**src/hw/rtl/mp2c_pkg.sv**
```systemverilog
package mp2c_pkg;

  localparam int MAX_COLS   = 256;
  localparam int MAX_WINDOW = 8;
  localparam int MAX_ROWS   = 256;
  localparam int COL_W      = $clog2(MAX_COLS);
  localparam int SLOT_W     = $clog2(MAX_WINDOW);
  localparam int ADDR_W     = COL_W + SLOT_W;
  localparam int PM_DEPTH   = MAX_COLS * MAX_WINDOW;

  // configuration register indexes
  localparam logic [2:0] CFG_IN_ROWS  = 3'd0;
  localparam logic [2:0] CFG_IN_COLS  = 3'd1;
  localparam logic [2:0] CFG_WINDOW   = 3'd2;
  localparam logic [2:0] CFG_STEP     = 3'd3;
  localparam logic [2:0] CFG_OUT_ROWS = 3'd4;
  localparam logic [2:0] CFG_OUT_COLS = 3'd5;

  // effective (clamped) configuration
  typedef struct packed {
    logic [8:0] nr;
    logic [8:0] nc;
    logic [3:0] w;
    logic [3:0] s;
    logic [8:0] orow_cap;
    logic [8:0] ocol_cap;
  } cfg_t;

  // one sample with its window ranges, front to back
  typedef struct packed {
    logic [7:0]  r;
    logic [7:0]  c;
    logic [14:0] val;
    logic [7:0]  ilo;
    logic [7:0]  ihi;
    logic [7:0]  jlo;
    logic [7:0]  jhi;
  } task_t;

  typedef struct packed {
    logic [14:0] pooled;
    logic [7:0]  row;
    logic [7:0]  col;
    logic        last;
  } res_t;

endpackage

```
**src/hw/rtl/mp2c_task_q.sv**
```systemverilog
module mp2c_task_q (
  input  logic            clk,
  input  logic            rst_n,
  input  logic            wr_en,
  input  mp2c_pkg::task_t wr_data,
  output logic            q_full,
  input  logic            rd_en,
  output mp2c_pkg::task_t rd_data,
  output logic            q_empty
);
  import mp2c_pkg::*;

  task_t      mem_r [2];
  logic       wp_r, rp_r;
  logic [1:0] cnt_r;

  assign q_full  = (cnt_r == 2'd2);
  assign q_empty = (cnt_r == 2'd0);
  assign rd_data = mem_r[rp_r];

  always_ff @(posedge clk) begin
    if (!rst_n) begin
      wp_r  <= 1'b0;
      rp_r  <= 1'b0;
      cnt_r <= 2'd0;
    end else begin
      if (wr_en) wp_r <= ~wp_r;
      if (rd_en) rp_r <= ~rp_r;
      if (wr_en && !rd_en) cnt_r <= cnt_r + 2'd1;
      else if (rd_en && !wr_en) cnt_r <= cnt_r - 2'd1;
    end
  end

  always_ff @(posedge clk) begin
    if (wr_en) mem_r[wp_r] <= wr_data;
  end

endmodule

```
**config.mk**
```make
export PLATFORM = sky130hd
export DESIGN_NAME = mp2c_task_q
export DESIGN_NICKNAME = d
export VERILOG_FILES = /design/src/hw/rtl/mp2c_pkg.sv /design/src/hw/rtl/mp2c_task_q.sv
export SDC_FILE = /design/constraint.sdc
export NUM_CORES = 1
export LEC_CHECK = 0
export BUFFER_PORTS_ARGS = -buffer_cell sky130_fd_sc_hd__buf_2
export CAP_MARGIN = 20
export CORE_UTILIZATION = 47
export DETAILED_ROUTE_END_ITERATION = 8
export GPL_TIMING_DRIVEN = 0
export PLACE_DENSITY = 0.76
export SYNTH_ARGS = -nofsm -noshare
export SYNTH_HDL_FRONTEND = slang
export SYNTH_SLANG_ARGS = --single-unit
```
**constraint.sdc**
```tcl
create_clock -name clk -period 4.2 [get_ports clk]
set_input_delay 0.84 -clock clk [delete_from_list [all_inputs] [get_ports clk]]
set_output_delay 0.84 -clock clk [all_outputs]
set_load 0.005 [all_outputs]
```
== Word-level counts from Yosys, hierarchy flattened ==
Memories as Yosys holds them, arrays and structs flattened. A register that Yosys moved wholly into a read port is not among the register bits.
Cells that the tools add are included.
Storage, ports and cells
  input port bits: 67
  ROM bits: 0
  bits in latches: 0
  output and inout port bits: 65
  bits in writable memories: 126
  register bits after elaboration: 4
  logic and storage cells: 21
  memories: 1
Memories
  mem_r: depth 2, width 63, read ports 1, clocked after Yosys merged registers in 1, write ports 1, RTL line mp2c_task_q.sv:13  | task_t mem_r [2];
Operators by class
  eq/ne operators: 1
  multipliers: 0
  divide/modulo/power cells: 0
  add/subtract/negate cells: 2
  bitwise gates (word level): 2
  multiplexer cells: 6
  $lt $le $gt $ge: 0
  shifts and indexed selects: 0
  reductions and logical operators: 6
Operators with widths (number)
  1-bit 2-to-1 mux: 4
  2-bit 2-to-1 mux: 2
  2-bit by 1-bit adder with 2-bit output (second input constant): 1
  2-bit == test (second input constant): 1
  1-bit logical AND: 2
  1-bit logical NOT: 2
  2-bit logical NOT: 1
  1-bit NOT: 2
  2-bit nonzero test: 1
  2-bit by 1-bit subtractor with 2-bit output (second input constant): 1

== Depth between registers and ports, before layout ==
  word-level depth: 4
  gate-level depth with buffers: 5
  gate-level depth less buffers: 5

== Least setup slack after synthesis ==
No wires, ideal clock.
  kind: input port to flip-flop
  start point: input port wr_en
  end point: memory mem_r[0][0] (netlist name) (enable)
  path buffers: 0
  slack: 0.065 ns
  library setup time: 0.493 ns
  arrival time: 3.643 ns
  stages: 1
  required time: 3.707 ns
  cells stage by stage: nor2b_1
Between the ends
  longest elaborated chain between the ends: 2
RTL lines
  from (decl): RTL line mp2c_task_q.sv:4  | input logic wr_en,
  1-bit 2-to-1 mux: RTL line mp2c_task_q.sv:35  | if (wr_en) mem_r[wp_r] <= wr_data;
  1-bit 2-to-1 mux (not written as such): RTL line mp2c_task_q.sv:35
  to (decl): RTL line mp2c_task_q.sv:13
No other way between the ends.

==> metrics.cfg <==
[setup_path]
endpoint_kind = output port
crit_path_start_kind = flip-flop
r2r-start = wp_r$_SDFFE_PN0P_
cp_data_arrival_time_ns = 1.73
cpPeakStageDelay_ns = 0.35
critPathMaxFanout = 10
crit_chain = buf_2 -> buf_6 -> mux2_2 -> buf_2
r2r_setup_slack_ns = 2.65
critical_path_required_ns = 3.36
worst_path_most_repeated_cell = buf_2
crit_slowest_cell = mux2_2
crit_buf_inv = 3
crit_family = buffers and inverters
worstSetupPathType = flip-flop to output port
worstReg2RegEnd = mem_r[1][32]$_DFFE_PP_
ff2ff_path_depth = 1

[layout]
post-route-util = 0.6306
final_cells = 516
fillers = 738
insertedDiodeCount = 0
area_delta_synth_final_pct = 29.42
fin_area_um2 = 6192
drive_gt1_frac = 0.6162
nets = 438

[global_route]
grt_start_max_net_pins = 64
grt_pass1_wl_mm = 11.98
met1_usage = 0.1768
antenna_found_initial = 0
grt-ovfl-total = 0
grt-busiest-layer = met2
use_met3 = 0.06915
grt_pass1_vias = 2506
gr-usage-met2 = 0.2667
grt_util_all_layers = 0.1602

[drt]
drtIter0Drc = 60
final_antenna_net_count = 0
vias = 2458
drc_errors = 0
dr.pass1.iters = 4
wire_per_inst_um = 15.47
vias_per_cell = 4.764
routed_wl_mm = 7.984

[timing]
fin_crit_ns = 2.573
hold_viol = 0
worst_pin_slew_ns = 0.8540
fin_skew_ns = 0.003736
max_freq_mhz = 388.6
setup_ws_ns = 1.627
setup_violations = 0
slew_headroom = 0.4307
finalMaxSlewViolations = 0
finalCritPeriodShare = 0.6127
rsz0062_at_grt = false

[run_status]
status = finished clean

[cts]
cts_inserted_buffers = 17
root_buffer = clkbuf_8
holdBufCountCts = 0
clock_sinks = 131
cts_tree = yes
clk_pin_slew_ns = 0.06
clk-insertion-delay-late_ns = 0.50
clk_path_buf_depth = 2
cts_resized = 0
htree_levels = 4
post_cts.repair.setup_buffers = 0

[pwr]
vdd_drop_max_v = 0.0003052
power_mw = 3.095
leakagePower_nw = 2.349
power_density_nw_per_um2 = 499.9

[floorplanning]
die_y_um = 102.9
die-area_um2 = 10590
num_rows = 36
core_area_um2 = 9819
start_util = 0.4873
dieWidth_um = 102.9
ioPinCount = 132

[place]
gp_congestion = 0.6752
dp.cells = 484
hpwl_mm = 5.203
place_area_um2 = 5657
post-place-ws_ns = 2.018
portBuffers = 131

[worst_hold_path]
min_from = wr_data[45]
hold_depth = 1
min_path_type = input port to flip-flop
holdPathEnd = mem_r[0][45]$_DFFE_PP_

[yosys]
yosysWarnings = 0
syn_nets = 286
syn_inst = 218
synth-seq-cells = 131
synth.distinct_cells = 17
ys_seq_area_frac = 0.8117
syn_area_um2 = 4785
synth.avg_cell_area_um2 = 21.95

[job]
maxCapViolations = 0

-- cell type report --
cell class                      count  area (µm²)  area share
Clock buffer                       19       421.7     0.06809
Timing Repair Buffer              133       695.7      0.1123
Sequential cell                   131        3884      0.6272
Clock inverter                     13       113.9     0.01839
Buffer                              7       72.57     0.01172
Multi-Input combinational cell     79       834.6      0.1348
Inverter                            1       3.754   0.0006062
Tap cell                          133       166.4     0.02687
-- layer usage --
metal	up-vias	share of wire
li1	1168	-
met5	-	0
met1	1187	0.39
met3	8	0.082
met2	95	0.51
met4	0	0.013
-- synthesized netlist by cell type --
library cell / n / area, µm²
xnor2_1: 1 / 8.760
dfxtp_1: 5 / 100.1
edfxtp_1: 126 / 3784
or3_1: 1 / 6.260
o21a_1: 1 / 7.510
nor2b_1: 2 / 12.51
ha_1: 1 / 12.51
buf_6: 6 / 67.56
buf_2: 1 / 5.000
a21boi_1: 1 / 7.510
and2b_2: 1 / 8.760
inv_1: 1 / 3.750
mux2_2: 63 / 709.4
and2_1: 4 / 25.02
nor2_1: 1 / 3.750
o21ai_0: 1 / 5.000
xor2_1: 2 / 17.52
-- worst max-delay path by stage --
stage | startpoint | end | slack, ns | depth (start not counted)
2_1_floorplan | wr_en | mem_r[0][0]$_DFFE_PP_ | 0.06 | 1
3_3_place_gp | wr_en | mem_r[0][36]$_DFFE_PP_ | -1.62 | 2
3_5_place_dp | wr_en | mem_r[0][43]$_DFFE_PP_ | 2.02 | 4
4_1_cts | flip-flop | rd_data[44] | 1.57 | 4
5_1_grt | flip-flop | rd_data[5] | 1.52 | 4
6_report | flip-flop | rd_data[43] | 1.63 | 4
-- cell families (layout without fill, tap and decap cells) --
group                    Yosys count  after routing  share of synthesized area
flip-flops                       131            131                     0.8117
AO/OA/AOI/OAI                      3              3                   0.004184
multiplexers                      63             63                     0.1483
adder cells (fa/ha/maj)            1              1                   0.002615
AND/OR/NAND/NOR                    9              9                    0.01177
XOR/XNOR                           3              3                   0.005493
buffers and inverters              8            173                    0.01595
-- per-stage QoR --
| step | hold slack [ns] | TNS (ns) |
|---|---|---|
| after floorplan | 0.4662 | 0 |
| after global placement | 0.4779 | -103.31 |
| after detailed placement | 0.5293 | 0 |
| after CTS | 0.4970 | 0 |
| after global routing | 0.4965 | 0 |
| final | 0.5242 | 0 |
-- registers in the layout, indices dropped and copies added (netlist names), named ones only --
register / cells
cnt_r: 2
mem_r: 126
rp_r: 1
wp_r: 1
-- cell usage in the layout (no fill, tap or decap), types with 2 or more instances in the layout --
cell / n
clkinvlp_4: 5
dfxtp_1: 5
clkbuf_16: 16
edfxtp_1: 126
buf_12: 2
and2_1: 3
xor2_1: 2
buf_6: 6
mux2_2: 63
buf_2: 132
clkinv_4: 3
clkbuf_1: 2
clkinv_2: 4
-- where the power goes --
group	internal (mW)	switching [mW]	leakage (nW)
Clock	0.780	0.510	0.250
Combinational	0.152	0.127	0.875
Sequential	1.51	0.0176	1.22
(Power assumes the default switching activity.)
