## src/hw/rtl/mp2c_pkg.sv

```systemverilog
package mp2c_pkg;

  localparam int MAX_COLS   = 256;
  localparam int MAX_WINDOW = 8;
  localparam int MAX_ROWS   = 256;
  localparam int COL_W      = $clog2(MAX_COLS);
  localparam int SLOT_W     = $clog2(MAX_WINDOW);
  localparam int ADDR_W     = COL_W + SLOT_W;
  localparam int PM_DEPTH   = MAX_COLS * MAX_WINDOW;

  // configuration register indexes
  localparam logic [2:0] CFG_IN_ROWS  = 3'd0;
  localparam logic [2:0] CFG_IN_COLS  = 3'd1;
  localparam logic [2:0] CFG_WINDOW   = 3'd2;
  localparam logic [2:0] CFG_STEP     = 3'd3;
  localparam logic [2:0] CFG_OUT_ROWS = 3'd4;
  localparam logic [2:0] CFG_OUT_COLS = 3'd5;

  // effective (clamped) configuration
  typedef struct packed {
    logic [8:0] nr;
    logic [8:0] nc;
    logic [3:0] w;
    logic [3:0] s;
    logic [8:0] orow_cap;
    logic [8:0] ocol_cap;
  } cfg_t;

  // one sample with its window ranges, front to back
  typedef struct packed {
    logic [7:0]  r;
    logic [7:0]  c;
    logic [14:0] val;
    logic [7:0]  ilo;
    logic [7:0]  ihi;
    logic [7:0]  jlo;
    logic [7:0]  jhi;
  } task_t;

  typedef struct packed {
    logic [14:0] pooled;
    logic [7:0]  row;
    logic [7:0]  col;
    logic        last;
  } res_t;

endpackage

```

## src/hw/rtl/mp2c_res_q.sv

```systemverilog
module mp2c_res_q (
  input  logic           clk,
  input  logic           rst_n,
  input  logic           wr_en,
  input  mp2c_pkg::res_t wr_data,
  output logic           q_full,
  input  logic           rd_en,
  output mp2c_pkg::res_t rd_data,
  output logic           q_empty
);
  import mp2c_pkg::*;

  res_t       mem_r [2];
  logic       wp_r, rp_r;
  logic [1:0] cnt_r;

  assign q_full  = (cnt_r == 2'd2);
  assign q_empty = (cnt_r == 2'd0);
  assign rd_data = mem_r[rp_r];

  always_ff @(posedge clk) begin
    if (!rst_n) begin
      wp_r  <= 1'b0;
      rp_r  <= 1'b0;
      cnt_r <= 2'd0;
    end else begin
      if (wr_en) wp_r <= ~wp_r;
      if (rd_en) rp_r <= ~rp_r;
      if (wr_en && !rd_en) cnt_r <= cnt_r + 2'd1;
      else if (rd_en && !wr_en) cnt_r <= cnt_r - 2'd1;
    end
  end

  always_ff @(posedge clk) begin
    if (wr_en) mem_r[wp_r] <= wr_data;
  end

endmodule

```

## config.mk

```make
export PLATFORM = sky130hd
export DESIGN_NAME = mp2c_res_q
export DESIGN_NICKNAME = d
export VERILOG_FILES = /design/src/hw/rtl/mp2c_pkg.sv /design/src/hw/rtl/mp2c_res_q.sv
export SDC_FILE = /design/constraint.sdc
export NUM_CORES = 1
export LEC_CHECK = 0
export BUFFER_PORTS_ARGS = -buffer_cell sky130_fd_sc_hd__buf_2
export CORE_AREA = 4 4 90 101
export DETAILED_ROUTE_END_ITERATION = 10
export DIE_AREA = 0 0 94 105
export GPL_TIMING_DRIVEN = 1
export PLACE_DENSITY_LB_ADDON = 0.08
export SLEW_MARGIN = 5
export SYNTH_ARGS = -nofsm -noshare
export SYNTH_HDL_FRONTEND = slang
export SYNTH_SLANG_ARGS = --single-unit
export TNS_END_PERCENT = 10
```

## constraint.sdc

```tcl
create_clock -name clk -period 4.2 [get_ports clk]
set_clock_uncertainty 0.1 [all_clocks]
set_input_delay 1.05 -clock clk [delete_from_list [all_inputs] [get_ports clk]]
set_output_delay 1.05 -clock clk [all_outputs]
set_load 0.005 [all_outputs]
```

# ---- Word level (Yosys, flattened, before mapping)
# Memories as Yosys holds them, arrays and structs flattened. A register that Yosys moved wholly into a read port is not among the register bits.
# Index checks and enable logic that the tools add are counted.
dict set report classes {
  n_addsub 2
  n_eq_ne 1
  muxes 6
  n_bitwise 2
  n_reduce_logical 6
}
# cell n
set op_table {}
lappend op_table {{1-bit 2-to-1 mux} 4}
lappend op_table {{2-bit 2-to-1 mux} 2}
lappend op_table {{2-bit by 1-bit adder with 2-bit output, second input constant} 1}
lappend op_table {{2-bit equality test, second input constant} 1}
lappend op_table {{1-bit logical AND} 2}
lappend op_table {{1-bit zero test} 2}
lappend op_table {{2-bit zero test} 1}
lappend op_table {{1-bit NOT} 2}
lappend op_table {{2-bit nonzero test} 1}
lappend op_table {{2-bit by 1-bit subtractor with 2-bit output, second input constant} 1}
dict set report totals {
  ff_bits 4
  ram_bits 64
  in_bits 36
  output_inout_bits 34
  elab_cells 21
  n_memories 1
}
# memory words word_bits read_ports rd_ports_with_merged_regs wr line
set memory_table {}
lappend memory_table {mem_r 2 32 1 1 1 mp2c_res_q.sv:13} ;# res_t mem_r [2];

# ---- Depth between registers and ports, before layout
# Gate-level depths: netlist of run 1.
dict set report depth {
  ltp_word 4
  ltp_mapped 5
  ltp_nobuf 5
}

# ---- Least setup slack after synthesis of run 1
# No wires, ideal clock.
dict set report synth_path {
  path_type {input to register}
  startpoint {in wr_en}
  endpoint {mem mem_r[0][0] (netlist bit), enable pin}
  setup_time_ps 426
  arrival_ps 2529
  required_time_ps 3674
  path_slack_ps 1145
  path_stages 1
  path_buffers 0
  path_cell_list {nor2b_1}
}
dict set report synth_via {
  elab_chain_cells 2
}
# element line
set synth_rtl {}
lappend synth_rtl {{from (decl)} mp2c_res_q.sv:4} ;# input logic wr_en,
lappend synth_rtl {{1-bit 2-to-1 mux} mp2c_res_q.sv:35} ;# if (wr_en) mem_r[wp_r] <= wr_data;
lappend synth_rtl {{1-bit 2-to-1 mux (not written as such)} mp2c_res_q.sv:35}
lappend synth_rtl {{to (decl)} mp2c_res_q.sv:13}
# Every way passes these cells.

==> results of run 1 <==
[cell usage after synthesis]
cell / number
a21boi_1: 1
and2_1: 4
and2b_2: 1
buf_4: 3
clkbuf_2: 1
dfxtp_1: 5
edfxtp_1: 64
ha_1: 1
inv_1: 1
mux2_1: 2
mux2_2: 30
nor2_1: 1
nor2b_1: 2
o21a_1: 1
o21ai_0: 1
or3_1: 1
xnor2_1: 1
xor2_1: 2
[layout make-up]
cell class                      instances  area [um2]  share of cell area
Clock buffer                            9         124              0.0382
Sequential cell                        69        2020               0.624
Tap cell                              111         139              0.0429
Multi-Input combinational cell         48         484               0.149
Inverter                                1        3.75             0.00116
Clock inverter                          7         114              0.0351
Timing Repair Buffer                   70         353               0.109
[flip-flops by register name, indices dropped and copies added, names as in the netlist, named ones only]
register  flops
mem_r        64
wp_r          1
rp_r          1
cnt_r         2
[how the worst min path moves through the flow]
stage	end	slack [ns]	depth (start not counted)
after global placement	cnt_r[1]	0.38	2
after floorplan	cnt_r[1]	0.37	2
after detailed placement	cnt_r[1]	0.41	2
after CTS	cnt_r[1]	0.42	2
final	cnt_r[1]	0.42	2
after global routing	cnt_r[1]	0.47	2
[cells in the final DEF (no fill, tap or decap)]
master      netlist  layout
nor2_1            1       1
o21a_1            1       1
ha_1              1       1
clkinvlp_4        0       2
edfxtp_1         64      64
a21boi_1          1       1
mux2_1            2       2
and2b_2           1       1
bufinv_16         0       3
inv_1             1       1
and2_2            0       1
xor2_1            2       2
clkinv_1          0       1
mux2_2           30      30
buf_4             3       1
clkinv_2          0       1
nor2b_1           2       1
nor2b_4           0       1
dfxtp_1           5       5
xnor2_1           1       1
clkbuf_8          0       9
or3_1             1       1
buf_2             0      69
o21ai_0           1       1
and2_1            4       3
[kinds of logic after synthesis]
logic type / Yosys count / synth area share
flip-flops: 69 / 0.800
multiplexers: 32 / 0.143
AND/OR/NAND/NOR: 9 / 0.0223
buffers and inverters: 5 / 0.0124
AO/OA/AOI/OAI: 3 / 0.00792
XOR/XNOR: 3 / 0.0104
adder cells (fa/ha/maj): 1 / 0.00495
[worst max-delay path: cells and delay by family, from the launching register on]
family	cells	cell delay [ns]
buffers and inverters	2	0.53
flip-flops	1	0.64
multiplexers	1	0.38
[power breakdown]
group          switching, mW  internal (mW)
combinational         0.0645         0.0758
sequential            0.0142          0.792
clock                  0.243          0.391
total                  0.322           1.26
[routing by layer]
layer / up-vias / routed length [um] / track usage
met5: - / 0 / 0
met4: 0 / 62 / 0.0433
met3: 6 / 331 / 0.0439
met2: 43 / 2520 / 0.177
met1: 627 / 1790 / 0.103
li1: 624 / - / -
[through the flow]
stage	power, mW	worst slack (ns)	hold slack, ns	util	std cells
floorplan	0.896	1.15	0.366	-	122
global placement	0.963	1.49	0.376	0.369	299
detailed placement	0.967	1.46	0.405	0.369	299
CTS	1.61	1.08	0.420	0.398	315
global route	1.65	0.993	0.468	0.398	315
finish	1.58	1.17	0.415	0.398	315
==> metrics, run 1 <==
outcome=finished clean; CP Max Fanout=21; global route overflow=0; Mapped Cells=122; H-tree depth=3; clock insertion delay at the later pin of the skew report=0.33 ns; flop2flop setup slack=2.59 ns; actual slew at the worst max-slew pin=0.997 ns; Setup crit start kind=flop; Post-DRT Antenna Nets=0; Die Y=105 um; total negative slack=0 ns; IO Port Bufs=69; Detail Placement HPWL=3150 um; post-synth cell types=18; top cell type by total area after synthesis=edfxtp_1; Root Buffer=clkbuf_8; Yosys top cell area share=0.760; # setup viols final=0; CTS tree=built; CTS sink count=69; Syn. warnings=0; CORE AREA=8150 um2; Initial DRT Pass Iterations=3; RSZ-0062 raised after global routing=no; # IOs=70; Area contributors post-synth=edfxtp_1 76%, mux2_2 13%, dfxtp_1 4.0%; Worst R2R End=mem_r[0][10]; final wirelength=4710 um; initial core utilization=0.310; crit-path cells=buf_4 -> mux2_2 -> buf_2; power density cells=488 nW/um2; Required @ worst endpoint=3.05 ns; routability cong.=0.636; Tcrit/Tclk final=0.723; hold path startpoint=cnt_r[1]; # rows=35; Critical Path AT=1.88 ns; Vias=1300; Ant. Diodes=0; max frequency=0.329 GHz; PostCTS Resize Cnt=0; CP max stage delay=0.64 ns; r2r startpoint=wp_r; total clock buffers created by CTS=9; chip width=94 um; vias per inst=4.13; final hold vios=0; CP max-delay cell=dfxtp_1; layout cell share with drive strength beyond 1=0.578; gr usage total=0.101; leakage power=1.22 nW; Post-CTS Hold Buffers=0; initial antenna violation count=0; # Max-Cap Violations=0; die area=9870 um2; max-slew violation count=0; IR drop worst, VDD=0.261 mV; DP Area=3000 um2; Filler cells=804; Worst-path clk slew=0.07 ns; Clock Path Buffers=2; final net count=236; vias in the first global route=1539; Wirelength per Cell=14.9 um; Post-CTS Setup Inserts=0; CP endpoint kind=primary output; fin crit period=3.03 ns; post-synthesis sequential area ratio=0.800; FF-to-FF path depth=1; Mean Syn Cell Area=20.7 um2; Syn Nets=159; first-pass GRT wire length=7370 um; WS Path Type=reg2out; largest net degree at the start of global routing=34; flops & latches, synth=69; Relative slew margins=0.334; DRC violations left=0; 1st-iter DRT viols=81; Critical path destination=rd_data[29]; Mapped Area=2530 um2; area added between synthesis and finish=28.1%; post-route cell area=3240 um2; worst min-delay path class=reg2reg
Power figures use the tool's default switching activity.
==> run 2: changes to the inputs <==
--- a/config.mk
+++ b/config.mk
@@ -5,10 +5,11 @@
 export SDC_FILE = /design/constraint.sdc
 export NUM_CORES = 1
 export LEC_CHECK = 0
+export ABC_AREA = 1
 export BUFFER_PORTS_ARGS = -buffer_cell sky130_fd_sc_hd__buf_2
-export CORE_AREA = 4 4 90 101
+export CORE_AREA = 4 4 93 104
 export DETAILED_ROUTE_END_ITERATION = 10
-export DIE_AREA = 0 0 94 105
+export DIE_AREA = 0 0 97 108
 export GPL_TIMING_DRIVEN = 1
 export PLACE_DENSITY_LB_ADDON = 0.08
 export SLEW_MARGIN = 5
==> constraint.sdc (replaced) <==
create_clock -name clk -period 3 [get_ports clk]
set_clock_uncertainty 0.1 [all_clocks]
set_input_delay 0.75 -clock clk [delete_from_list [all_inputs] [get_ports clk]]
set_output_delay 0.75 -clock clk [all_outputs]
set_load 0.005 [all_outputs]
==> run 2 against run 1 <==
Compared with the run above: total power rose by 23%; first-iteration DRC count decreased by 54%; die area rose by 6.1%; critical path depth is the same; setup slack worse by 0.71 ns; non-clock buffer count is 4 higher; final cell count rose by 6.3%; critical endpoint is now rd_data[24].
==> metrics, run 2 <==
Worst-path clk slew=0.06 ns (was 0.07 ns); Post-CTS Setup Inserts=0 (unchanged); final net count=253 (was 236); area added between synthesis and finish=23.0% (was 28.1%); leading registers by flop count=mem_r (64), cnt_r (2) (unchanged); asr flop ratio synth=0 (unchanged); vias in the first global route=1598 (was 1539); flops & latches, synth=69 (unchanged); post-synthesis sequential area ratio=0.751 (was 0.800); largest net degree at the start of global routing=33 (was 34); CTS sink count=69 (unchanged); CP Max Fanout=12 (was 21); most instantiated library cell after synthesis=edfxtp_1 (unchanged); CTS tree=built (unchanged); Mean Syn Cell Area=20.0 um2 (was 20.7 um2); Clk pwr share=0.313 (was 0.401); Syn. warnings=0 (unchanged); Mapped Area=2690 um2 (was 2530 um2); initial core utilization=0.310 (about the same); DP Area=3160 um2 (was 3000 um2); CP max stage delay=0.56 ns (was 0.64 ns); clock insertion delay at the later pin of the skew report=0.33 ns (about the same); global route overflow=0 (unchanged); PostCTS Resize Cnt=0 (unchanged); Syn Nets=172 (was 159); Yosys top cell area share=0.713 (was 0.760); gr usage total=0.100 (was 0.101); Vias=1396 (was 1300); largest register by flop count=mem_r (unchanged); CP endpoint kind=primary output (unchanged); IR drop worst, VDD=0.230 mV (was 0.261 mV); switch share=0.225 (was 0.203); Post-synth EDFFs=64 (unchanged); # IOs=70 (unchanged); commonest cells in the netlist=64 x edfxtp_1, 30 x mux2_4, 9 x nor2_1 (was 64 x edfxtp_1, 30 x mux2_2, 5 x dfxtp_1); die area=10500 um2 (was 9870 um2); Setup crit start kind=flop (unchanged); Area contributors post-synth=edfxtp_1 71%, mux2_4 17%, dfxtp_1 3.7% (was edfxtp_1 76%, mux2_2 13%, dfxtp_1 4.0%); Clock Path Buffers=2 (unchanged); routability cong.=0.643 (was 0.636); register area=2020 um2 (about the same); initial antenna violation count=0 (unchanged); logic gate share of total power=0.107 (was 0.089); Initial DRT Pass Iterations=4 (was 3); RSZ-0062 raised after global routing=no (unchanged); total negative slack=0 ns (unchanged); Filler cells=841 (was 804); max frequency=0.393 GHz; area of the multi-input gates=578 um2 (was 484 um2); final hold vios=0 (unchanged); WS Path Type=reg2out (unchanged); flop2flop setup slack=1.60 ns (was 2.59 ns); Post-CTS Hold Buffers=0 (unchanged); post-route cell area=3310 um2 (was 3240 um2); Ant. Diodes=0 (unchanged); Die Y=108 um (was 105 um); outcome=finished clean (unchanged); max-slew violation count=0 (unchanged); power density cells=589 nW/um2 (was 488 nW/um2); IO Port Bufs=69 (unchanged); chip width=97 um (was 94 um); final wirelength=4930 um (was 4710 um); total clock buffers created by CTS=9 (unchanged); layout cell share with drive strength beyond 1=0.543 (was 0.578); leading cell types in the layout, fill and taps excluded=69 x buf_2, 64 x edfxtp_1, 30 x mux2_4 (was 69 x buf_2, 64 x edfxtp_1, 30 x mux2_2); crit-path cells=buf_4 -> mux2_2 -> buf_2 (unchanged); commonest non-fill, non-tap cell in the layout=buf_2 (unchanged); Detail Placement HPWL=3470 um (was 3150 um); Required @ worst endpoint=2.15 ns (was 3.05 ns); sequential fraction of design power=0.580 (was 0.510); worst min-delay path class=reg2reg (unchanged); actual slew at the worst max-slew pin=0.457 ns (was 0.997 ns); CORE AREA=8690 um2 (was 8150 um2); Psw=0.439 mW (was 0.322 mW); # rows=36 (was 35); Wirelength per Cell=14.7 um (was 14.9 um); Post-DRT Antenna Nets=0 (unchanged); leakage power=1.35 nW (was 1.22 nW); post-synth cell types=14 (was 18); fin crit period=2.54 ns; H-tree depth=3 (unchanged); first-pass GRT wire length=7830 um (was 7370 um); CP max-delay cell=dfxtp_2 (was dfxtp_1); Mapped Cells=135 (was 122); 1st-iter DRT viols=37 (was 81); Tcrit/Tclk final=0.847; # setup viols final=0 (unchanged); DRC violations left=0 (unchanged); Relative slew margins=0.695 (was 0.334); Main synth FF type=edfxtp_1 (unchanged); Pint=1.51 mW (was 1.26 mW); # Max-Cap Violations=0 (unchanged); Critical Path AT=1.69 ns (was 1.88 ns); Root Buffer=clkbuf_8 (unchanged); vias per inst=4.17 (was 4.13); top cell type by total area after synthesis=edfxtp_1 (unchanged); max FFs per register=64 (unchanged)
-- run 2: final timing paths --
check	startpoint	end	depth (start not counted)
worst min-delay path	rp_r	flop	2
worst max-delay path	flop	rd_data[24]	3
worst max register to register	wp_r	mem_r[1][24]	3
worst min register to register	rp_r	flop	2
-- run 2: power groups by stage --
stage,clock (mW),combinational (mW),sequential (mW)
3_5_place_dp,0,0.215,1.15
6_report,0.610,0.209,1.13
5_1_grt,0.677,0.233,1.14
4_1_cts,0.638,0.216,1.13
2_1_floorplan,0,0.136,1.14
3_3_place_gp,0,0.210,1.15
-- run 2: metal layers --
| layer | track usage | wire length (um) |
|---|---|---|
| met4 | 0.0602 | 98 |
| met2 | 0.179 | 2670 |
| met3 | 0.0374 | 347 |
| met5 | 0 | 0 |
| met1 | 0.0993 | 1810 |
-- run 2: cell families (layout without fill, tap and decap cells) --
family	Yosys count	after routing	share of synthesized area
AOI/OAI and AO/OA	2	2	0.00371
adders and majority gates	1	1	0.00464
and+or+nand+nor	19	19	0.0279
muxes	32	32	0.176
buffers and inverters	12	98	0.0376
DFF	69	69	0.751
-- run 2: through the flow --
step	cells	utilization	power [mW]	hold WS, ns	worst slack, ns
final	335	0.381	1.95	0.405	0.458
after global routing	335	0.381	2.05	0.473	0.354
after CTS	335	0.381	1.99	0.404	0.400
after detailed placement	319	0.363	1.37	0.389	0.769
after global placement	319	0.363	1.36	0.380	0.794
after floorplan	135	-	1.28	0.363	0.339
-- run 2: final cells by class --
type,instances,area share
clock inverter,7,0.00982
multi-input combinational,54,0.174
inverter,8,0.00906
sequential,69,0.611
timing repair buffer,74,0.116
clock buffer,9,0.0374
tap,114,0.0431
-- run 2: worst max-delay path, delay by kind of cell (launching register included) --
family / cells / cell delay [ns]
flip-flops: 1 / 0.56
buffers and inverters: 2 / 0.45
multiplexers: 1 / 0.36
