===== config.mk =====
export PLATFORM = sky130hd
export DESIGN_NAME = mp2c_front
export DESIGN_NICKNAME = d
export VERILOG_FILES = /design/src/hw/rtl/mp2c_pkg.sv /design/src/hw/rtl/mp2c_front.sv
export SDC_FILE = /design/constraint.sdc
export NUM_CORES = 1
export LEC_CHECK = 0
export ABC_AREA = 0
export BUFFER_PORTS_ARGS = -buffer_cell sky130_fd_sc_hd__buf_2
export CAP_MARGIN = 10
export CORE_MARGIN = 2
export CORE_UTILIZATION = 54
export DETAILED_ROUTE_END_ITERATION = 8
export GPL_TIMING_DRIVEN = 0
export PLACE_DENSITY = 0.78
export RECOVER_POWER = 100
export SYNTH_ARGS = -nofsm -noshare
export SYNTH_HDL_FRONTEND = slang
export SYNTH_SLANG_ARGS = --single-unit

===== constraint.sdc =====
create_clock -name clk -period 8.11 [get_ports clk]
set_clock_uncertainty 0.05 [all_clocks]
set_input_delay 1.622 -clock clk [delete_from_list [all_inputs] [get_ports clk]]
set_output_delay 1.622 -clock clk [all_outputs]
set_load 0.005 [all_outputs]

===== src/hw/rtl/mp2c_pkg.sv =====
package mp2c_pkg;

  localparam int MAX_COLS   = 256;
  localparam int MAX_WINDOW = 8;
  localparam int MAX_ROWS   = 256;
  localparam int COL_W      = $clog2(MAX_COLS);
  localparam int SLOT_W     = $clog2(MAX_WINDOW);
  localparam int ADDR_W     = COL_W + SLOT_W;
  localparam int PM_DEPTH   = MAX_COLS * MAX_WINDOW;

  // configuration register indexes
  localparam logic [2:0] CFG_IN_ROWS  = 3'd0;
  localparam logic [2:0] CFG_IN_COLS  = 3'd1;
  localparam logic [2:0] CFG_WINDOW   = 3'd2;
  localparam logic [2:0] CFG_STEP     = 3'd3;
  localparam logic [2:0] CFG_OUT_ROWS = 3'd4;
  localparam logic [2:0] CFG_OUT_COLS = 3'd5;

  // effective (clamped) configuration
  typedef struct packed {
    logic [8:0] nr;
    logic [8:0] nc;
    logic [3:0] w;
    logic [3:0] s;
    logic [8:0] orow_cap;
    logic [8:0] ocol_cap;
  } cfg_t;

  // one sample with its window ranges, front to back
  typedef struct packed {
    logic [7:0]  r;
    logic [7:0]  c;
    logic [14:0] val;
    logic [7:0]  ilo;
    logic [7:0]  ihi;
    logic [7:0]  jlo;
    logic [7:0]  jhi;
  } task_t;

  typedef struct packed {
    logic [14:0] pooled;
    logic [7:0]  row;
    logic [7:0]  col;
    logic        last;
  } res_t;

endpackage


===== src/hw/rtl/mp2c_front.sv =====
module mp2c_front (
  input  logic            clk,
  input  logic            rst_n,
  input  mp2c_pkg::cfg_t  cfg,
  input  logic            clr_busy,
  input  logic            push,
  output logic            full,
  input  logic [15:0]     in_sample,
  output logic            tq_push,
  output mp2c_pkg::task_t tq_data,
  input  logic            tq_full
);
  import mp2c_pkg::*;

  localparam logic [1:0] ST_IDLE = 2'd0;
  localparam logic [1:0] ST_LOAD = 2'd1;
  localparam logic [1:0] ST_DIV  = 2'd2;
  localparam logic [1:0] ST_PUSH = 2'd3;

  // divide jobs in order
  localparam logic [2:0] OP_RQ   = 3'd0;
  localparam logic [2:0] OP_RLO  = 3'd1;
  localparam logic [2:0] OP_CQ   = 3'd2;
  localparam logic [2:0] OP_CLO  = 3'd3;
  localparam logic [2:0] OP_NR   = 3'd4;
  localparam logic [2:0] OP_NC   = 3'd5;

  logic [1:0]  state_r, state_nxt;
  logic [7:0]  row_pos_r, col_pos_r;
  logic [7:0]  r_r, c_r;
  logic [14:0] val_r;
  logic [8:0]  num_r, quo_r;
  logic [3:0]  rem_r, cnt_r;
  logic [2:0]  op_r;
  logic [8:0]  q_r [6];

  logic        acc, out_map;
  logic [7:0]  r_eff, c_eff;
  logic [8:0]  r_inc, c_inc;
  logic [9:0]  operand;
  logic [4:0]  trial;
  logic        ge;
  logic [8:0]  orow, ocol, ihi9, jhi9;
  logic        has_work;

  assign full = (state_r != ST_IDLE) || clr_busy;
  assign acc  = push && !full;

  assign out_map = ({1'b0, row_pos_r} >= cfg.nr) || ({1'b0, col_pos_r} >= cfg.nc);
  assign r_eff   = out_map ? 8'd0 : row_pos_r;
  assign c_eff   = out_map ? 8'd0 : col_pos_r;
  assign r_inc   = {1'b0, r_eff} + 9'd1;
  assign c_inc   = {1'b0, c_eff} + 9'd1;

  always_comb begin
    case (op_r)
      OP_RQ:   operand = {2'b0, r_r};
      OP_RLO:  operand = ({2'b0, r_r} + 10'd1 >= {6'b0, cfg.w}) ?
                         ({2'b0, r_r} + {6'b0, cfg.s} - {6'b0, cfg.w}) : 10'd0;
      OP_CQ:   operand = {2'b0, c_r};
      OP_CLO:  operand = ({2'b0, c_r} + 10'd1 >= {6'b0, cfg.w}) ?
                         ({2'b0, c_r} + {6'b0, cfg.s} - {6'b0, cfg.w}) : 10'd0;
      OP_NR:   operand = {1'b0, cfg.nr} + {6'b0, cfg.s} - 10'd1;
      OP_NC:   operand = {1'b0, cfg.nc} + {6'b0, cfg.s} - 10'd1;
      default: operand = 10'd0;
    endcase
  end

  // restoring divide, one quotient bit a cycle
  assign trial = {rem_r, num_r[8]};
  assign ge    = (trial >= {1'b0, cfg.s});

  assign orow     = (cfg.orow_cap < q_r[4]) ? cfg.orow_cap : q_r[4];
  assign ocol     = (cfg.ocol_cap < q_r[5]) ? cfg.ocol_cap : q_r[5];
  assign ihi9     = (q_r[0] < orow - 9'd1) ? q_r[0] : orow - 9'd1;
  assign jhi9     = (q_r[2] < ocol - 9'd1) ? q_r[2] : ocol - 9'd1;
  assign has_work = (q_r[1] <= ihi9) && (q_r[3] <= jhi9);

  assign tq_push      = (state_r == ST_PUSH) && has_work && !tq_full;
  assign tq_data.r    = r_r;
  assign tq_data.c    = c_r;
  assign tq_data.val  = val_r;
  assign tq_data.ilo  = q_r[1][7:0];
  assign tq_data.ihi  = ihi9[7:0];
  assign tq_data.jlo  = q_r[3][7:0];
  assign tq_data.jhi  = jhi9[7:0];

  always_comb begin
    state_nxt = state_r;
    case (state_r)
      ST_IDLE: if (acc) state_nxt = ST_LOAD;
      ST_LOAD: state_nxt = ST_DIV;
      ST_DIV:  if (cnt_r == 4'd8) state_nxt = (op_r == OP_NC) ? ST_PUSH : ST_LOAD;
      ST_PUSH: if (!has_work || !tq_full) state_nxt = ST_IDLE;
      default: state_nxt = ST_IDLE;
    endcase
  end

  always_ff @(posedge clk) begin
    if (!rst_n) begin
      state_r   <= ST_IDLE;
      row_pos_r <= 8'd0;
      col_pos_r <= 8'd0;
      op_r      <= OP_RQ;
    end else begin
      state_r <= state_nxt;
      if (acc) begin
        op_r <= OP_RQ;
        if (c_inc >= cfg.nc) begin
          col_pos_r <= 8'd0;
          row_pos_r <= (r_inc >= cfg.nr) ? 8'd0 : r_inc[7:0];
        end else begin
          col_pos_r <= c_inc[7:0];
          row_pos_r <= r_eff;
        end
      end else if (state_r == ST_DIV && cnt_r == 4'd8 && op_r != OP_NC) begin
        op_r <= op_r + 3'd1;
      end
    end
  end

  always_ff @(posedge clk) begin
    if (acc) begin
      r_r   <= r_eff;
      c_r   <= c_eff;
      val_r <= in_sample[15] ? 15'd0 : in_sample[14:0];
    end
    if (state_r == ST_LOAD) begin
      num_r <= operand[8:0];
      quo_r <= 9'd0;
      rem_r <= 4'd0;
      cnt_r <= 4'd0;
    end else if (state_r == ST_DIV) begin
      num_r <= {num_r[7:0], 1'b0};
      quo_r <= {quo_r[7:0], ge};
      rem_r <= ge ? 4'(trial - {1'b0, cfg.s}) : trial[3:0];
      cnt_r <= cnt_r + 4'd1;
      if (cnt_r == 4'd8) q_r[op_r] <= {quo_r[7:0], ge};
    end
  end

endmodule


Yosys cells after proc, flatten, opt, wreduce, memory -nomap -nowiden:

Memory sizes are Yosys's and may differ from the RTL's.
Index checks and enable logic that the tools add are counted.

* bits in registers: 77
* bits in writable memories: 54
* input bits: 65
* word-level logic and storage cells: 98
* memories kept: 1

* add/subtract/negate cells: 17
* order comparisons: 13
* eq/ne operators: 13
* mux-type cells: 24
* bitwise operators: 1
* reduce and logical (&&, ||, !) cells: 18

Memories
* q_r: words 6, width 9, rd ports 6, clocked after memory_dff 0, wr ports 1, line mp2c_front.sv:35 `logic [8:0] q_r [6];`

Operators by type and width (number)
* $mux W9: 8
* $pmux W9 S6: 1
* $mux W8: 5
* $add A8 B1 Y9 const B: 4
* $lt A9 B9 Y1: 4
* $sub A9 B1 Y9 const B: 4
* $add A8 B4 Y9: 2
* $add A9 B4 Y9: 2
* $ge A8 B9 Y1: 2
* $ge A9 B4 Y1: 2
* $ge A9 B9 Y1: 2
* $le A9 B9 Y1: 2
* $sub A9 B4 Y9: 2
* $mux W2: 4
* $pmux W2 S4: 1
* $eq A3 B2 Y1 const B: 2
* $eq A3 B3 Y1 const B: 2
* $logic_and A1 B1 Y1: 6
* $ge A5 B4 Y1: 1
* $add A4 B1 Y4 const B: 1
* $eq A2 B2 Y1 const B: 2
* $eq A4 B4 Y1 const B: 1
* $mux W1: 4
* $mux W4: 1
* 15 further kinds: 21

Depth between registers and ports, before layout:

Gate-level depths: netlist of run 1.
An unclocked memory read counts as a cell.

* depth after elaboration: 12
* depth in mapped cells: 30
* mapped depth without buffers: 29

Worst setup path before layout of run 1:

Ideal clock, no wire load.

* kind: input -> output
* start point: input port cfg[1] in the netlist's numbering
* end point: output port tq_push
* arrival time: 6.503 ns
* slack: -0.065 ns
* stages: 27
* buffers on the path: 2
* cells stage by stage: ha_1 -> a2111oi_2 -> nor3_2 -> nor2_4 -> buf_1 -> nor2_1 -> a21oi_1 -> ha_1 -> o211ai_1 -> a32oi_1 -> inv_1 -> ha_1 -> nand4_1 -> nor3_1 -> nor2_1 -> o211a_1 -> a221oi_2 -> buf_6 -> mux2i_1 -> ha_1 -> nor2b_1 -> o21a_1 -> o21ai_0 -> a21oi_1 -> o21ai_0 -> nand3_1 -> nor2_1

* longest elaborated chain between the ends: 9

RTL lines
* start, declared: line mp2c_front.sv:4 `input mp2c_pkg::cfg_t cfg,`
* $lt A9 B9 Y1: line mp2c_front.sv:74 `assign ocol = (cfg.ocol_cap < q_r[5]) ? cfg.ocol_cap : q_r[5];`
* $mux W9 *: line mp2c_front.sv:74
* $sub A9 B1 Y9 *: line mp2c_front.sv:76 `assign jhi9 = (q_r[2] < ocol - 9'd1) ? q_r[2] : ocol - 9'd1;`
* $lt A9 B9 Y1: line mp2c_front.sv:76
* $mux W9 *: line mp2c_front.sv:76
* $le A9 B9 Y1 *: line mp2c_front.sv:77 `assign has_work = (q_r[1] <= ihi9) && (q_r[3] <= jhi9);`
* $logic_and A1 B1 Y1 *: line mp2c_front.sv:77
* $logic_and A1 B1 Y1 * (2 in series): line mp2c_front.sv:79 `assign tq_push = (state_r == ST_PUSH) && has_work && !tq_full;`
* end, declared: line mp2c_front.sv:9 `output logic tq_push,`

Every way passes the cells marked *; elsewhere a longest branch is shown, timed or not.

Worst setup path after layout of run 1:

* start point: input port cfg[11] in the netlist's numbering
* end point: output port tq_push

* longest elaborated chain between the ends: 9

RTL lines
* $lt A9 B9 Y1: line mp2c_front.sv:73 `assign orow = (cfg.orow_cap < q_r[4]) ? cfg.orow_cap : q_r[4];`
* $mux W9 *: line mp2c_front.sv:73
* $sub A9 B1 Y9 *: line mp2c_front.sv:75 `assign ihi9 = (q_r[0] < orow - 9'd1) ? q_r[0] : orow - 9'd1;`
* $lt A9 B9 Y1: line mp2c_front.sv:75
* $mux W9 *: line mp2c_front.sv:75
* $le A9 B9 Y1 *: line mp2c_front.sv:77
* $logic_and A1 B1 Y1 *: line mp2c_front.sv:77
* $logic_and A1 B1 Y1 * (2 in series): line mp2c_front.sv:79

Marked as above.

==> results of run 1 <==
==> final cells by class <==
cell class | instances | share of cell area
Clock inverter | 14 | 0.01334
Sequential cell | 131 | 0.2695
Timing Repair Buffer | 160 | 0.06794
Clock buffer | 18 | 0.03246
Buffer | 41 | 0.01788
Inverter | 141 | 0.04022
Multi-Input combinational cell | 841 | 0.5331
Tap cell | 270 | 0.02555
==> flip-flops by register name, indices dropped and copies added, names as in the netlist, 8 cells and up <==
name	flops
row_pos_r	8
val_r	15
quo_r	8
q_r	54
num_r	9
r_r	8
c_r	8
col_pos_r	8
==> stage by stage <==
step | cells | hold slack, ns | util
2_1_floorplan | 1155 | 0.3962 | -
3_3_place_gp | 1554 | 0.4103 | 0.5952
3_5_place_dp | 1554 | 0.4187 | 0.5952
4_1_cts | 1605 | 0.4264 | 0.6521
5_1_grt | 1616 | 0.4466 | 0.6598
6_report | 1616 | 0.4282 | 0.6598
==> what timing repair did <==
| item | in CTS | in global routing |
|---|---|---|
| buffers inserted | 20 | 9 |
| hold buffers | 0 | 0 |
| pin swaps | 41 | 21 |
| gates resized for setup | 80 | 19 |
| setup endpoints to repair | 1 | 1 |
==> cells in the final DEF (no fill, tap or decap), types with 14 or more instances in the layout <==
| master | n |
|---|---|
| sky130_fd_sc_hd__o21ai_0 | 25 |
| sky130_fd_sc_hd__nand3_1 | 34 |
| sky130_fd_sc_hd__nand2_1 | 44 |
| sky130_fd_sc_hd__a21o_1 | 18 |
| sky130_fd_sc_hd__clkbuf_16 | 17 |
| sky130_fd_sc_hd__buf_4 | 30 |
| sky130_fd_sc_hd__clkbuf_1 | 44 |
| sky130_fd_sc_hd__buf_2 | 103 |
| sky130_fd_sc_hd__nor2_1 | 78 |
| sky130_fd_sc_hd__nand4_1 | 14 |
| sky130_fd_sc_hd__mux2i_1 | 20 |
| sky130_fd_sc_hd__dfxtp_1 | 37 |
| sky130_fd_sc_hd__nor3_1 | 28 |
| sky130_fd_sc_hd__clkbuf_4 | 15 |
| sky130_fd_sc_hd__a21oi_1 | 48 |
| sky130_fd_sc_hd__xnor2_1 | 46 |
| sky130_fd_sc_hd__edfxtp_1 | 94 |
| sky130_fd_sc_hd__a221oi_1 | 16 |
| sky130_fd_sc_hd__ha_1 | 139 |
| sky130_fd_sc_hd__xor2_1 | 28 |
| sky130_fd_sc_hd__inv_1 | 138 |
| sky130_fd_sc_hd__nor2b_1 | 25 |
| sky130_fd_sc_hd__nand2b_1 | 18 |
==> where the power goes <==
part / total (mW) / switching [mW] / internal [mW]
logic: 0.644 / 0.369 / 0.275
clock network: 0.783 / 0.296 / 0.487
registers: 0.872 / 0.0610 / 0.811
==> cell families (layout without fill, tap and decap cells) <==
group,after synthesis,in the layout,share of synthesized area
XOR/XNOR,74,74,0.05923
AO/OA/AOI/OAI,258,258,0.1712
flip-flops,131,131,0.3257
buffers and inverters,183,374,0.06930
multiplexers,29,29,0.03019
AND/OR/NAND/NOR,315,315,0.1483
adder cells (fa/ha/maj),165,165,0.1961
==> final timing paths <==
check | slack [ns] | start | cells past startpoint | endpoint
setup reg to reg | 2.23 | row_pos_r[0] | 23 | row_pos_r[3]
hold / removal | 0.43 | rem_r[3] | 2 | rem_r[3]
hold reg to reg | 0.43 | rem_r[3] | 2 | rem_r[3]
setup / recovery | -0.06 | cfg[11] | 28 | tq_push
==> synthesized netlist by cell type, types with 19 or more instances <==
cell	instances
sky130_fd_sc_hd__o21ai_0	36
sky130_fd_sc_hd__inv_1	140
sky130_fd_sc_hd__nand2_1	44
sky130_fd_sc_hd__a21oi_1	57
sky130_fd_sc_hd__nand3_1	35
sky130_fd_sc_hd__nor2_1	80
sky130_fd_sc_hd__nor2b_1	25
sky130_fd_sc_hd__dfxtp_1	37
sky130_fd_sc_hd__a21o_1	19
sky130_fd_sc_hd__xnor2_1	46
sky130_fd_sc_hd__ha_1	153
sky130_fd_sc_hd__mux2i_1	21
sky130_fd_sc_hd__xor2_1	28
sky130_fd_sc_hd__nor3_1	33
sky130_fd_sc_hd__edfxtp_1	94
sky130_fd_sc_hd__clkbuf_1	23
==> worst reg2reg max path: cells and delay by family, from the launching register on <==
family	cells	cell delay (ns)
xor gates and xnor gates	1	0.14
buffers and inverters	3	0.83
and+or+nand+nor	7	1.77
AOI/OAI and AO/OA	9	1.75
DFF	1	0.36
adders and majority gates	3	0.90
==> routing by layer <==
metal / wire [um] / up-vias / GRT usage
li1: - / 4552 / -
met1: 11920 / 4379 / 0.3282
met2: 13230 / 394 / 0.4351
met3: 1806 / 68 / 0.04000
met4: 828 / 0 / 0.1078
met5: 0 / - / 0
==> impl.org, run 1 <==
** Synthesis
- Biggest area contributors in the synthesized netlist :: sky130_fd_sc_hd__edfxtp_1, sky130_fd_sc_hd__ha_1, sky130_fd_sc_hd__dfxtp_1
- Share of the synthesized area in the top cell type :: 0.2580
- Post-Synthesis Mean Instance Area :: 9.473 um2
- Summed over all instances, the cell type with the most area after synthesis is sky130_fd_sc_hd__edfxtp_1.
- Counting distinct cell types in the post-synthesis netlist gives 87.
- Yosys mapped a number of flops with a built-in enable equal to 94.
- Yosys printed 0 warnings.
- Sequential share of the synthesized area :: 0.3257
- In the synthesized netlist the dominant register cell turns out to be sky130_fd_sc_hd__edfxtp_1.
- Yosys reg bits :: 131
- Gate Count Post-Synth :: 1155
- The cell area that synthesis handed to floorplanning was 10940 um2.
- Synthesis produced a netlist with a net count of 1384.
- Async set-or-reset flop fraction in the synthesized netlist :: 0

** Outcome
- The checks that failed: setup timing.
- Result of the run :: finished with violations

** Final layout
- Across the whole layout, storage elements account for 3563 um2.
- The area growth from synthesis to layout is 20.85%.
- At the end of the flow, the number of nets in the layout was 1562.
- 0 antenna diodes ended up in the layout.
- Fillcell total :: 1611
- Once layout is done, the placed cells without fillers occupy 13220 um2.
- Share of post-route cells with drive strength above 1 :: 0.2006
- Area of the multi-input gates :: 7049 um2

** Power
- P per Cell Area :: 173.9 nW/um2
- Summed over all cells, the static leakage comes to 5.765 nW.
- Power comes to 2.299 mW.
- VDD IR max :: 0.0001416 V

** Place
- In this run the tool buffered the top-level ports with 129 buffer cells.
- Once placement finished, the instance area stood at 11930 um2.
- The HPWL after detailed placement is 20.64 mm.
- Routability-driven placement finished with a final weighted congestion of 0.9561.
- Setup WS pre-CTS :: -1.218 ns

** Floorplanning
- The initialized floorplan defines 52 standard-cell rows.
- Ports :: 130
- The floorplan step defined a die boundary enclosing 21420 um2.
- The core region is 20040 um2.
- Die span in y :: 146.3 um
- Die outline width :: 146.3 um
- Starting utilization of the core area :: 0.5460

** Drt
- Routed WL per cell :: 17.19 um
- Across all layers, the routed design uses 9393 vias.
- Post-route antenna net violation count :: 0
- DRC :: 0
- First-pass iteration count of the detailed router :: 5
- After detailed routing, the number of vias per cell comes to 5.813.
- The detailed router finished its first iteration with 598 violations.
- The routed design has 27.78 mm of wire.

** Setup path
- Critical path data arrival time :: 6.50 ns
- Cell with the biggest individual delay on the critical path :: sky130_fd_sc_hd__or4b_4
- Critical path fanouts, max :: 6
- Most frequent CP cell :: sky130_fd_sc_hd__o21ai_1
- STA classifies the critical path endpoint as an output port.
- Family with the most delay on the worst path :: simple AND/OR/NAND/NOR gates
- By startpoint and endpoint, the worst setup path is classified as input port to output port.
- Crit path largest cell delay :: 0.51 ns
- Data on the critical path is required at its endpoint by 6.44 ns.
- The number of buffers and inverters on the critical path is 4.
- The worst setup path is launched from an input port.

** Clocking
- Total CTS buffers :: 17
- Number of buffers between clock root and the deepest sink :: 2
- CTS built an H-tree with a depth of 4.
- Clock sink count :: 131
- Clock-pin slew was measured on the worst setup and hold paths at 0.06 ns.
- TritonCTS built the clock tree.
- For the worst-skew pair, the clock arrives at the later sink with an insertion delay of 0.42 ns.
- Buffer type at the clock tree root :: sky130_fd_sc_hd__clkbuf_16

** Global route
- For this run, the total global-route usage over all layers was measured as 0.2567.
- The first global-routing pass estimated 44.51 mm of wire.
- The number of antenna violations at the first check in global routing was 0.
- Global routing finished with a remaining overflow of 0.
- The via count of the first global-routing pass is 9061.
- Entering global routing, the biggest net connects 34 pins.

** Timing
- Crit path setup slack, layout :: -0.06331 ns
- Total setup violations reported at the end of the flow :: 1
- At the pin with the least slew margin, the transition time is 1.378 ns.
- In this run the tightest slew margin relative to its limit is 0.07412.
- Hold violation count in the final report :: 0
- Counting I/O delays and the setup requirement, the final critical path takes 8.173 ns.
- RSZ-0062 raised after global routing :: true
- Total negative slack :: -0.06331 ns
- Static timing analysis puts the maximum clock frequency at 0.1223 GHz.
- The max-slew violation count was 0.
- Final Cycle Share :: 1.008

** Run
- The tool flagged a number of max-cap violations equal to 0.

** Min path
- The min-delay analysis places its worst path in the category register to register.
Note: power is estimated with default switching activity, not from simulation.
==> inputs of run 2 (changes only) <==
Settings changed: CORE_ASPECT_RATIO set to 0.5, CORE_UTILIZATION 54 to 65, PLACE_DENSITY 0.78 to 0.88.
Clock period 8.11 ns to 10.2 ns, I/O delays scaled along.
==> run 2 against run 1 <==
Against the previous run: the run now ends clean; combinational power shrank 23%; sequential share of layout area grew 1.6 points; setup slack improved by 0.39 ns; final cell count decreased by 4.4%; die area is 16% lower; routed wire length grew 1.6%; global-route usage is 5.7 points higher; critical path type unchanged; critical endpoint unchanged.
==> impl.org, run 2 (synthesized netlist as in run 1, its figures left out) <==
** Power
- The leakage power figure was 5.507 nW (-4.5%).
- The maximum ir drop on the vdd rail was 0.0001051 V (-26%).
- The total power of the final layout was 1.796 mW (-22%).
- P per Cell Area :: 143.9 nW/um2 (-17%)

** Place
- Buffers added on ports :: 129 (unchanged)
- Cell Count Post-Placement :: 1511 (-2.8%)
- Final Wtd Congestion :: 0.9872 (+3.3%)
- Setup WS pre-CTS :: -0.4790 ns (+0.7392 ns)
- The placed standard-cell area was 11870 um2 (-0.46%).
- Detailed placement HPWL :: 21.48 mm (+4.1%)

** Final layout
- The post-route standard cell area excluding fillers came to 12480 um2 (-5.6%).
- Most frequent cells in the layout :: sky130_fd_sc_hd__ha_1, sky130_fd_sc_hd__inv_1, sky130_fd_sc_hd__buf_2
- The layout cell share with drive strength beyond 1 came to 0.1396 (-0.06099).
- From synthesis to final layout, the design area changed by 14.10%.
- The flip-flop count of the largest register after layout was 54 (unchanged).
- Antenna cell count :: 0 (unchanged)
- The final non-filler cell total came to 1545 (-4.4%).
- The number of nets in the layout came to 1535 (-1.7%).
- Register bank with the most flops :: q_r
- The final core area utilization was 0.7597 (+0.09987).
- The largest registers in the layout are q_r x54, val_r x15, num_r x9.
- Leading cell type in the layout, fill and taps excluded :: sky130_fd_sc_hd__ha_1

** Setup path
- By instance count, the cell type seen most on the critical path is sky130_fd_sc_hd__ha_1.
- Setup crit start kind :: input port
- The top fanout value on the critical path came to 7 (+1).
- STA classifies the critical path endpoint as an output port.
- Critical path data arrival time :: 7.78 ns (+1.28 ns)
- The largest stage delay on the critical path was 0.53 ns (+0.02 ns).
- Among all stages on the critical path, the largest delay is contributed by sky130_fd_sc_hd__or4b_1.
- The worst setup path is of the input port to output port kind.
- Worst endpoint required time :: 8.11 ns (+1.67 ns)

** Drt
- DRC :: 0 (unchanged)
- DRC violation total after the first TritonRoute iteration :: 863 (+44%)
- The average vias per placed instance was 6.181 (+6.3%).
- Routed WL per cell :: 18.27 um (+6.3%)
- Post-route antenna net violation count :: 0 (unchanged)
- First-pass iteration count of the detailed router :: 6 (+1)
- Via Count :: 9550 (+1.7%)
- Total routed wirelength :: 28.23 mm (+1.6%)

** Floorplanning
- Die span in y :: 95.75 um (-35%)
- The area of the die came to 17950 um2 (-16%).
- The initial core utilization came to 0.6658 (+0.1198).
- The count of boundary I/O pins is 130 (unchanged).
- Core area :: 16430 um2 (-18%)
- The width of the die came to 187.5 um (+28%).
- Row count :: 33 (-37%)

** Timing
- Final period demand of the worst path :: 9.872 ns
- Fin Hold WS :: 0.4567 ns (+0.02850 ns)
- Of the available clock period, the critical path in the final layout requires 0.9679.
- Setup repair after global routing left no endpoint under its margin.
- Hold violation count in the final report :: 0 (unchanged)
- Slew at the pin closest to its max-slew limit :: 1.156 ns (-0.2226 ns)
- The final count of negative-setup-slack endpoints was 0 (-1).
- For this run, the top clock speed supported by timing is 0.1013 GHz.
- The sum of negative setup slack came to 0 ns (+0.06331 ns).
- Crit path setup slack, layout :: 0.3278 ns (+0.3911 ns)
- The max-slew violation count came to 0 (unchanged).
- Remaining max-slew budget at the tightest pin :: 0.2236 (+0.1495)

** Global route
- Global-route wire length before repair :: 44.46 mm (about the same)
- The maximum number of pins on one net before global-route repair is 34 (unchanged).
- The via count of the first global-routing pass was 9152 (+1.0%).
- The number of antenna violations at the first check in global routing is 0 (unchanged).
- The overall global routing resource usage is 0.3134 (+0.05665).
- Residual overflow from global routing :: 0 (unchanged)

** Clocking
- TritonCTS clock tree :: yes
- The insertion delay to the later sink of the worst-skew pair came to 0.42 ns (about the same).
- Number of buffers between clock root and the deepest sink :: 2 (unchanged)
- The number of buffers added by the clock tree synthesis step is 17 (unchanged).
- H-tree levels :: 4 (unchanged)
- The tree is rooted in a sky130_fd_sc_hd__clkbuf_16.
- Clock sink count :: 131 (unchanged)
- Clock-pin slew reported for the worst setup and hold paths after clock tree synthesis :: 0.06 ns (about the same)

** Outcome
- The run finished with clean final reports.

** Min path
- The min-delay analysis places its worst path in the category register to register.

** Run
- Max-cap violations :: 0 (unchanged)
-- run 2: changes by cell type in the layout (fill, tap and decap cells not counted), sizes merged --
cell    delta
bufinv     -1
clkbuf    +13
buf       -41
inv        +1
-- run 2: layout make-up --
type                       instances  area, um2
buffer                            40      221.5
clock buffer                      17      425.4
clock inverter                    14      153.9
fill                            1152       3949
inverter                         141      529.3
multi-input combinational        841       6671
sequential                       131       3563
tap                              227      284.0
timing repair buffer             134      635.6
-- run 2: what timing repair did --
| item | 4_1_cts | 5_1_grt |
|---|---|---|
| endpoints found under the setup margin | 1 | 1 |
| resized for setup | 2 | 11 |
| pin swaps | 1 | 0 |
| hold buffers | 0 | 0 |
| setup buffers | 2 | 1 |
-- run 2: critical path, delay by kind of cell --
| family | cells | cell delay, ns |
|---|---|---|
| and+or+nand+nor | 8 | 1.62 |
| AOI/OAI and AO/OA | 10 | 1.67 |
| buffers and inverters | 4 | 0.52 |
| adders and majority gates | 4 | 1.36 |
| muxes | 1 | 0.40 |
| xor gates and xnor gates | 1 | 0.18 |
-- run 2: routing by layer --
metal / vias up / global-route usage / part of all wire
met5: - / 0 / 0
met4: 0 / 0.1319 / 0.034
met3: 112 / 0.04156 / 0.077
met2: 451 / 0.5694 / 0.49
met1: 4499 / 0.3857 / 0.40
li1: 4488 / - / -
-- run 2: path summary, 6_finish.rpt --
kind	start	endpoint	slack, ns	cells after the start
setup / recovery	cfg[17]	tq_push	0.33	28
hold reg to reg	rem_r[3]	rem_r[3]	0.46	2
hold / removal	rem_r[3]	rem_r[3]	0.46	2
setup reg to reg	q_r[5][6]	state_r[0]	3.77	28
-- run 2: where the power goes --
| part | switching [mW] | internal (mW) |
|---|---|---|
| clock | 0.244 | 0.362 |
| combinational | 0.295 | 0.201 |
| sequential | 0.0501 | 0.645 |
